==> config.mk <==
export PLATFORM = sky130hd
export DESIGN_NAME = gcg_isqrt
export DESIGN_NICKNAME = d
export VERILOG_FILES = /design/src/rtl/gcg_pkg.sv /design/src/rtl/gcg_isqrt.sv
export SDC_FILE = /design/constraint.sdc
export NUM_CORES = 2
export LEC_CHECK = 0
export BUFFER_PORTS_ARGS = -buffer_cell sky130_fd_sc_hd__buf_2
export CAP_MARGIN = 20
export CORE_AREA = 2 2 462 464
export CTS_CLUSTER_DIAMETER = 100
export DETAILED_ROUTE_END_ITERATION = 16
export DIE_AREA = 0 0 464 466
export PLACE_DENSITY = 0.76
export SYNTH_ARGS = -nofsm -noshare
export SYNTH_HDL_FRONTEND = slang
export SYNTH_SLANG_ARGS = --single-unit
==> constraint.sdc <==
create_clock -name clk -period 4.3 [get_ports clk]
set_input_delay 0.215 -clock clk [delete_from_list [all_inputs] [get_ports clk]]
set_output_delay 0.215 -clock clk [all_outputs]
set_load 0.005 [all_outputs]
==> src/rtl/gcg_pkg.sv <==
package gcg_pkg;

	localparam int ANGLE_FRAC_BITS   = 30;
	localparam int CORDIC_ITERATIONS = 24;

	localparam int LAT_W      = 28;
	localparam int LON_W      = 29;
	localparam int TAG_W      = 32;
	localparam int DIST_W     = 25;
	localparam int CFG_IDX_W  = 2;
	localparam int CFG_DATA_W = 29;

	// angle in microdegrees after the longitude difference
	localparam int ANG_W = 30;
	// rotation datapath, accumulated angle, vectoring datapath, product terms
	localparam int CW = 34;
	localparam int ZW = 34;
	localparam int VW = 36;
	localparam int TW = 36;
	localparam int SQ_IN_W  = 63;
	localparam int SQ_OUT_W = 32;

	localparam logic [63:0] PI_Q61      = 64'h6487ED5110B4611A;
	localparam logic [63:0] UDEG_180_64 = 64'd180000000;
	localparam logic [63:0] RAD_Q0      = PI_Q61 / UDEG_180_64;
	localparam logic [63:0] RAD_R0      = PI_Q61 % UDEG_180_64;

	localparam logic [DIST_W-1:0] HALF_CIRC_M  = 25'd20015087;
	localparam logic [DIST_W-1:0] RADIUS_RESET = 25'd50000;
	localparam logic [22:0]       EARTH_R_M    = 23'd6371000;

	typedef enum logic [CFG_IDX_W-1:0] {
		CFG_REF_LAT = 2'd0,
		CFG_REF_LON = 2'd1,
		CFG_RADIUS  = 2'd2
	} cfg_idx_t;

	// shift-subtract long division, only for elaboration
	function automatic logic [63:0] udiv64(input logic [63:0] n, input logic [63:0] d);
		logic [63:0] q;
		logic [64:0] r;
		q = '0;
		r = '0;
		for (int b = 63; b >= 0; b--) begin
			r = {r[63:0], n[b]};
			if (r >= {1'b0, d}) begin
				r = r - {1'b0, d};
				q[b] = 1'b1;
			end
		end
		return q;
	endfunction

	function automatic logic signed [63:0] mul_shift64(input logic signed [63:0] a,
			input logic signed [63:0] b, input int s);
		logic neg;
		logic [63:0] ua;
		logic [63:0] ub;
		logic [127:0] p;
		neg = (a < 0) != (b < 0);
		ua = a[63] ? 64'(-a) : 64'(a);
		ub = b[63] ? 64'(-b) : 64'(b);
		p = {64'd0, ua} * {64'd0, ub};
		p = p + (128'd1 << (s - 1));
		p = p >> s;
		return neg ? -$signed(p[63:0]) : $signed(p[63:0]);
	endfunction

	// atan(2^-i) with 61 fraction bits from the power series
	function automatic logic [63:0] atan_q61(input int i);
		logic [63:0] v;
		logic [63:0] term;
		int e;
		v = '0;
		if (i == 0) begin
			v = PI_Q61 >> 2;
		end else begin
			for (int k = 0; k < 32; k++) begin
				e = i * (2 * k + 1);
				if (e <= 61) begin
					term = udiv64(64'd1 << (61 - e), 64'(2 * k + 1));
					if (k[0])
						v = v - term;
					else
						v = v + term;
				end
			end
		end
		return v;
	endfunction

	function automatic logic [ZW-1:0] atan_q(input int i);
		logic [63:0] v;
		v = atan_q61(i);
		return ZW'((v + (64'd1 << (60 - ANGLE_FRAC_BITS))) >> (61 - ANGLE_FRAC_BITS));
	endfunction

	function automatic logic [CW-1:0] inv_gain_q(input int n);
		logic [63:0] p;
		logic signed [63:0] y;
		logic signed [63:0] y2;
		logic signed [63:0] t;
		logic signed [63:0] three;
		p = 64'd1 << 61;
		three = 64'sh6000000000000000;
		for (int i = 0; i < n; i++) begin
			if (2 * i <= 61)
				p = p + (p >> (2 * i));
		end
		// newton steps toward 1/sqrt(p)
		y = 64'sh1333333333333333;
		for (int k = 0; k < 8; k++) begin
			y2 = mul_shift64(y, y, 61);
			t = three - mul_shift64($signed(p), y2, 61);
			y = mul_shift64(y, t, 62);
		end
		return CW'((64'(y) + (64'd1 << (60 - ANGLE_FRAC_BITS))) >> (61 - ANGLE_FRAC_BITS));
	endfunction

	// pi / 180e6 with 88 fraction bits
	function automatic logic [63:0] rad_q88_f();
		logic [63:0] q;
		logic [63:0] r;
		q = RAD_Q0;
		r = RAD_R0;
		for (int k = 0; k < 27; k++) begin
			r = r << 1;
			q = q << 1;
			if (r >= UDEG_180_64) begin
				r = r - UDEG_180_64;
				q[0] = 1'b1;
			end
		end
		return q;
	endfunction

	localparam logic [63:0] RAD_Q88 = rad_q88_f();
	localparam logic [30:0] RAD_HI  = RAD_Q88[62:32];
	localparam logic [31:0] RAD_LO  = RAD_Q88[31:0];

endpackage

==> src/rtl/gcg_isqrt.sv <==
module gcg_isqrt (
	input  logic                           clk,
	input  logic                           en,
	input  logic [gcg_pkg::SQ_IN_W-1:0]    radicand,
	output logic [gcg_pkg::SQ_OUT_W-1:0]   root
);
	import gcg_pkg::*;

	localparam int STEPS = SQ_OUT_W;

	logic [63:0] rem_s [0:STEPS-1];
	logic [63:0] r_s   [0:STEPS-1];

	// one result bit per stage, restoring recurrence
	for (genvar k = 0; k < STEPS; k++) begin : g_step
		localparam logic [63:0] BIT_K = 64'd1 << (2 * (STEPS - 1 - k));
		logic [63:0] rem_in, r_in, trial;
		if (k == 0) begin : g_first
			assign rem_in = 64'(radicand);
			assign r_in   = '0;
		end else begin : g_next
			assign rem_in = rem_s[k-1];
			assign r_in   = r_s[k-1];
		end
		assign trial = r_in + BIT_K;
		always_ff @(posedge clk) begin
			if (en) begin
				if (rem_in >= trial) begin
					rem_s[k] <= rem_in - trial;
					r_s[k]   <= (r_in >> 1) + BIT_K;
				end else begin
					rem_s[k] <= rem_in;
					r_s[k]   <= r_in >> 1;
				end
			end
		end
	end

	assign root = r_s[STEPS-1][SQ_OUT_W-1:0];

endmodule

==> run_results.csv <==
group,metric,value,unit
logic_synthesis,postSynthAreaPerCell,12.4,um2
critical_path,arrival,4.84,ns
logic_synthesis,synthAdderAreaFrac,5.71,%
logic_synthesis,synth_top_family_by_area,"simple AND/OR/NAND/NOR gates",
sta,fin_crit_sh,97.6,%
logic_synthesis,yosys.area_share.simple,12.7,%
sta,timing.final.ws_setup,0.104,ns
logic_synthesis,muxShareOfSynthArea,0.582,%
sta,max_freq,238,MHz
power,total_leakage_power,0.0513,uW
routing,drc_errors,0,
global_route,overflow,0,
die,die_area,0.216,mm2
global_route,grt_usage,29.6,%
cells_and_area,areaGrowthSynthToFinish,12.2,%
cells_and_area,fillers,15300,
critical_path,crit_path_top_delay_cell,"edfxtp_1",
logic_synthesis,synth_seq_cells,2512,
routing,wl_per_cell,24.5,um
routing,drt-vias-per-instance,6.21,
logic_synthesis,syn_inst,9838,
global_route,grt_pass1_vias,79100,
clocking,root_buffer,"clkbuf_16",
power,vdd_drop_max,0.481,mV
sta,final_max_slew_viol_count,0,
cells_and_area,drive_above_1_share,7.41,%
sta,rsz0062_at_grt,"true",
global_route,antenna_found_initial,20,
cells_and_area,final-instance-count-excl-fill,13300,
global_route,grt_pass1_wl,488000,um
sta,hold_violations,0,
routing,dr.first_iter.drc_count,9514,
logic_synthesis,yosys_warnings,0,
die,core,0.211,mm2
flow_run,maxCapViolCount,0,
sta,tightestPinTransition,1.29,ns
routing,wirelength,325000,um
routing,drtAntennaViolNets,0,
logic_synthesis,ys_seq_area_share,62.0,%
run_status,status,"finished clean",
die,dieWidth,464,um
die,rows,169,
critical_path,path_delay_family,"simple AND/OR/NAND/NOR gates",
place,hpwl,236000,um
routing,vias,82500,
logic_synthesis,ys_types,85,
critical_path,crit_type,"reg2reg",
die,start_util,57.6,%
die,die_h,466,um
clocking,cts.sinks,2512,
cells_and_area,nNetsFinal,10900,
critical_path,cp-start-kind,"register",
clocking,ctsHtreeMaxLevel,5,
place,port_buffers,96,
clocking,cts.path.max_buffers,4,
logic_synthesis,ys.flop_type,"edfxtp_1",
logic_synthesis,syn-cell-area,0.122,mm2
logic_synthesis,synth_top_area_cell,"edfxtp_1",
critical_path,slowest_delay,0.60,ns
sta,relSlewSlack,13.9,%
logic_synthesis,synth_area_leaders,"edfxtp_1 62%, ha_1 5.7%, xor2_1 3.2%",
cells_and_area,fin_util,64.6,%
logic_synthesis,synth_xor_xnor_area_share,6.35,%
logic_synthesis,synth_top_cell_area_share,62.0,%
clocking,clk_pin_slew,0.07,ns
place,dp_cells,12700,
routing,drt_pass1_iterations,8,
critical_path,worst_ep_required_time,4.94,ns
sta,min_period,4.20,ns
critical_path,crit_chain,"inv_1 > ha_1 > nand4_1 > nor4_1 > nand4_1 > nand4b_1 > nor4_4 > nor4_1 > and2_0 > nand3_1 > xnor2_2",
logic_synthesis,async_flop_share,0,%
sta,setup_viol,0,
sta,fin_skew,0.0688,ns
die,io-pin-count,97,
hold_path,hp-class,"in2reg",
clocking,cts_tree,"done",
global_route,grt_max_degree,209,
critical_path,cp_max_fo,7,
sta,hold_slack,0.138,ns
logic_synthesis,synth_nets,10500,
logic_synthesis,synth_edf_count,2512,
logic_synthesis,synth_compound_area_share,9.82,%
clocking,clock_latency,0.98,ns
power,powerDensity,539,mW/mm2
clocking,cts_made_buffers,283,
place,place_ws,-0.198,ns
critical_path,cp-end-kind,"register",
critical_path,cp_num_buf_inv,1,
place,gp_congestion,0.972,
[cell usage in the layout, fill, tap and decap left out, types with 39 or more instances in the layout]
| master | instances |
|---|---|
| nor4b_1 | 57 |
| dlygate4sd3_1 | 126 |
| o21ai_0 | 570 |
| ha_1 | 556 |
| and3_1 | 47 |
| o211ai_1 | 44 |
| nor3_1 | 275 |
| a21oi_1 | 525 |
| xor2_1 | 448 |
| or2_2 | 43 |
| or4_1 | 80 |
| buf_4 | 122 |
| nor4_1 | 369 |
| mux2_2 | 52 |
| xnor2_1 | 431 |
| o31ai_1 | 49 |
| nand4_1 | 160 |
| or3_1 | 94 |
| edfxtp_1 | 2512 |
| a211oi_1 | 70 |
| nor2b_1 | 71 |
| and2_1 | 39 |
| inv_1 | 693 |
| buf_2 | 95 |
| a21o_1 | 243 |
| clkinv_1 | 58 |
| o21bai_1 | 49 |
| nor2_1 | 549 |
| clkbuf_16 | 290 |
| nand2b_1 | 117 |
| nand2_1 | 742 |
| o21a_1 | 92 |
| a31oi_1 | 44 |
| nand3_1 | 163 |
[worst min-delay path, cell delays in order]
cell and delay [ns]:
dlygate4sd3_1 0.53, buf_2 0.15, a21oi_1 0.05
[cells in the mapped netlist, types with 13 or more instances]
| library cell | number |
|---|---|
| a2111oi_0 | 19 |
| a211o_1 | 20 |
| a211oi_1 | 71 |
| a21boi_0 | 23 |
| a21o_1 | 243 |
| a21oi_1 | 526 |
| a31oi_1 | 44 |
| a41oi_1 | 14 |
| and2_1 | 39 |
| and3_1 | 47 |
| and4_1 | 28 |
| buf_1 | 13 |
| clkbuf_1 | 207 |
| edfxtp_1 | 2512 |
| ha_1 | 556 |
| inv_1 | 694 |
| mux2_2 | 52 |
| nand2_1 | 742 |
| nand2b_1 | 117 |
| nand3_1 | 163 |
| nand3b_1 | 36 |
| nand4_1 | 160 |
| nand4b_1 | 29 |
| nor2_1 | 551 |
| nor2b_1 | 71 |
| nor3_1 | 277 |
| nor3b_1 | 27 |
| nor4_1 | 373 |
| nor4b_1 | 57 |
| nor4bb_1 | 16 |
| o2111ai_1 | 13 |
| o211ai_1 | 44 |
| o21a_1 | 92 |
| o21ai_0 | 570 |
| o21bai_1 | 49 |
| o31a_1 | 18 |
| o31ai_1 | 51 |
| o41ai_1 | 13 |
| or2_2 | 43 |
| or3_1 | 94 |
| or4_1 | 80 |
| xnor2_1 | 433 |
| xor2_1 | 450 |
[layer usage]
| metal | GRT usage (%) | up-vias | routed length, um |
|---|---|---|---|
| met5 | 0 | - | 27 |
| met4 | 10.9 | 4 | 12800 |
| li1 | - | 37800 | - |
| met3 | 5.90 | 715 | 29900 |
| met2 | 45.3 | 3938 | 145000 |
| met1 | 42.2 | 40000 | 137000 |
[cells by family (layout without fill, tap and decap cells)]
logic type | after synthesis | count (layout)
buffers and inverters | 921 | 1535
AOI/OAI and AO/OA | 1923 | 1923
other | 0 | 7
and+or+nand+nor | 2979 | 2979
xor gates and xnor gates | 883 | 883
muxes | 64 | 64
adders and majority gates | 556 | 556
DFF | 2512 | 2512
[timing repair]
action / CTS / global route
endpoints found under the setup margin: 15 / 24
resized for setup: 5 / 11
hold buffers: 126 / 0
hold endpoints to repair: 212 / 0
setup buffers: 0 / 1
pin swaps: 0 / 1
[power breakdown]
group | switching [uW] | internal (uW)
registers | 3060 | 31100
logic | 9660 | 6170
clock network | 9720 | 14000
total | 22400 | 51200
[final cells by class]
class / count / area, um2 / area share [%]
clock inverter: 158 / 1560 / 1.14
tap: 2821 / 3530 / 2.58
sequential: 2512 / 75400 / 55.2
timing repair buffer: 360 / 3010 / 2.20
clock buffer: 323 / 7380 / 5.41
inverter: 694 / 2610 / 1.91
antenna: 7 / 17.5 / 0.0128
multi-input combinational: 6405 / 43000 / 31.5
[sequential cells by signal, indices dropped and copies added (netlist names)]
register and flops:
r_s 528, rem_s 1984
[stage by stage]
step	cell area [um2]	power, uW	TNS (ns)
finish	137000	73600	0
global route	137000	76600	-0.00956
CTS	136000	73400	0
detailed placement	126000	49700	-1.15
global placement	126000	49500	-0.761
floorplan	122000	44100	0
[worst paths after layout]
path / from / end / slack, ns / cells after the start
hold / removal: radicand[62] / rem_s[0][62]$_DFFE_PP_ / 0.14 / 3
setup reg to reg: r_s[1][297]$_DFFE_PP_ / rem_s[1][378]$_DFFE_PP_ / 0.10 / 11
hold reg to reg: r_s[1][102]$_DFFE_PP_ / r_s[1][165]$_DFFE_PP_ / 0.42 / 0
setup / recovery: r_s[1][297]$_DFFE_PP_ / rem_s[1][378]$_DFFE_PP_ / 0.10 / 11
No activity file was read; power rests on OpenSTA's default activity.
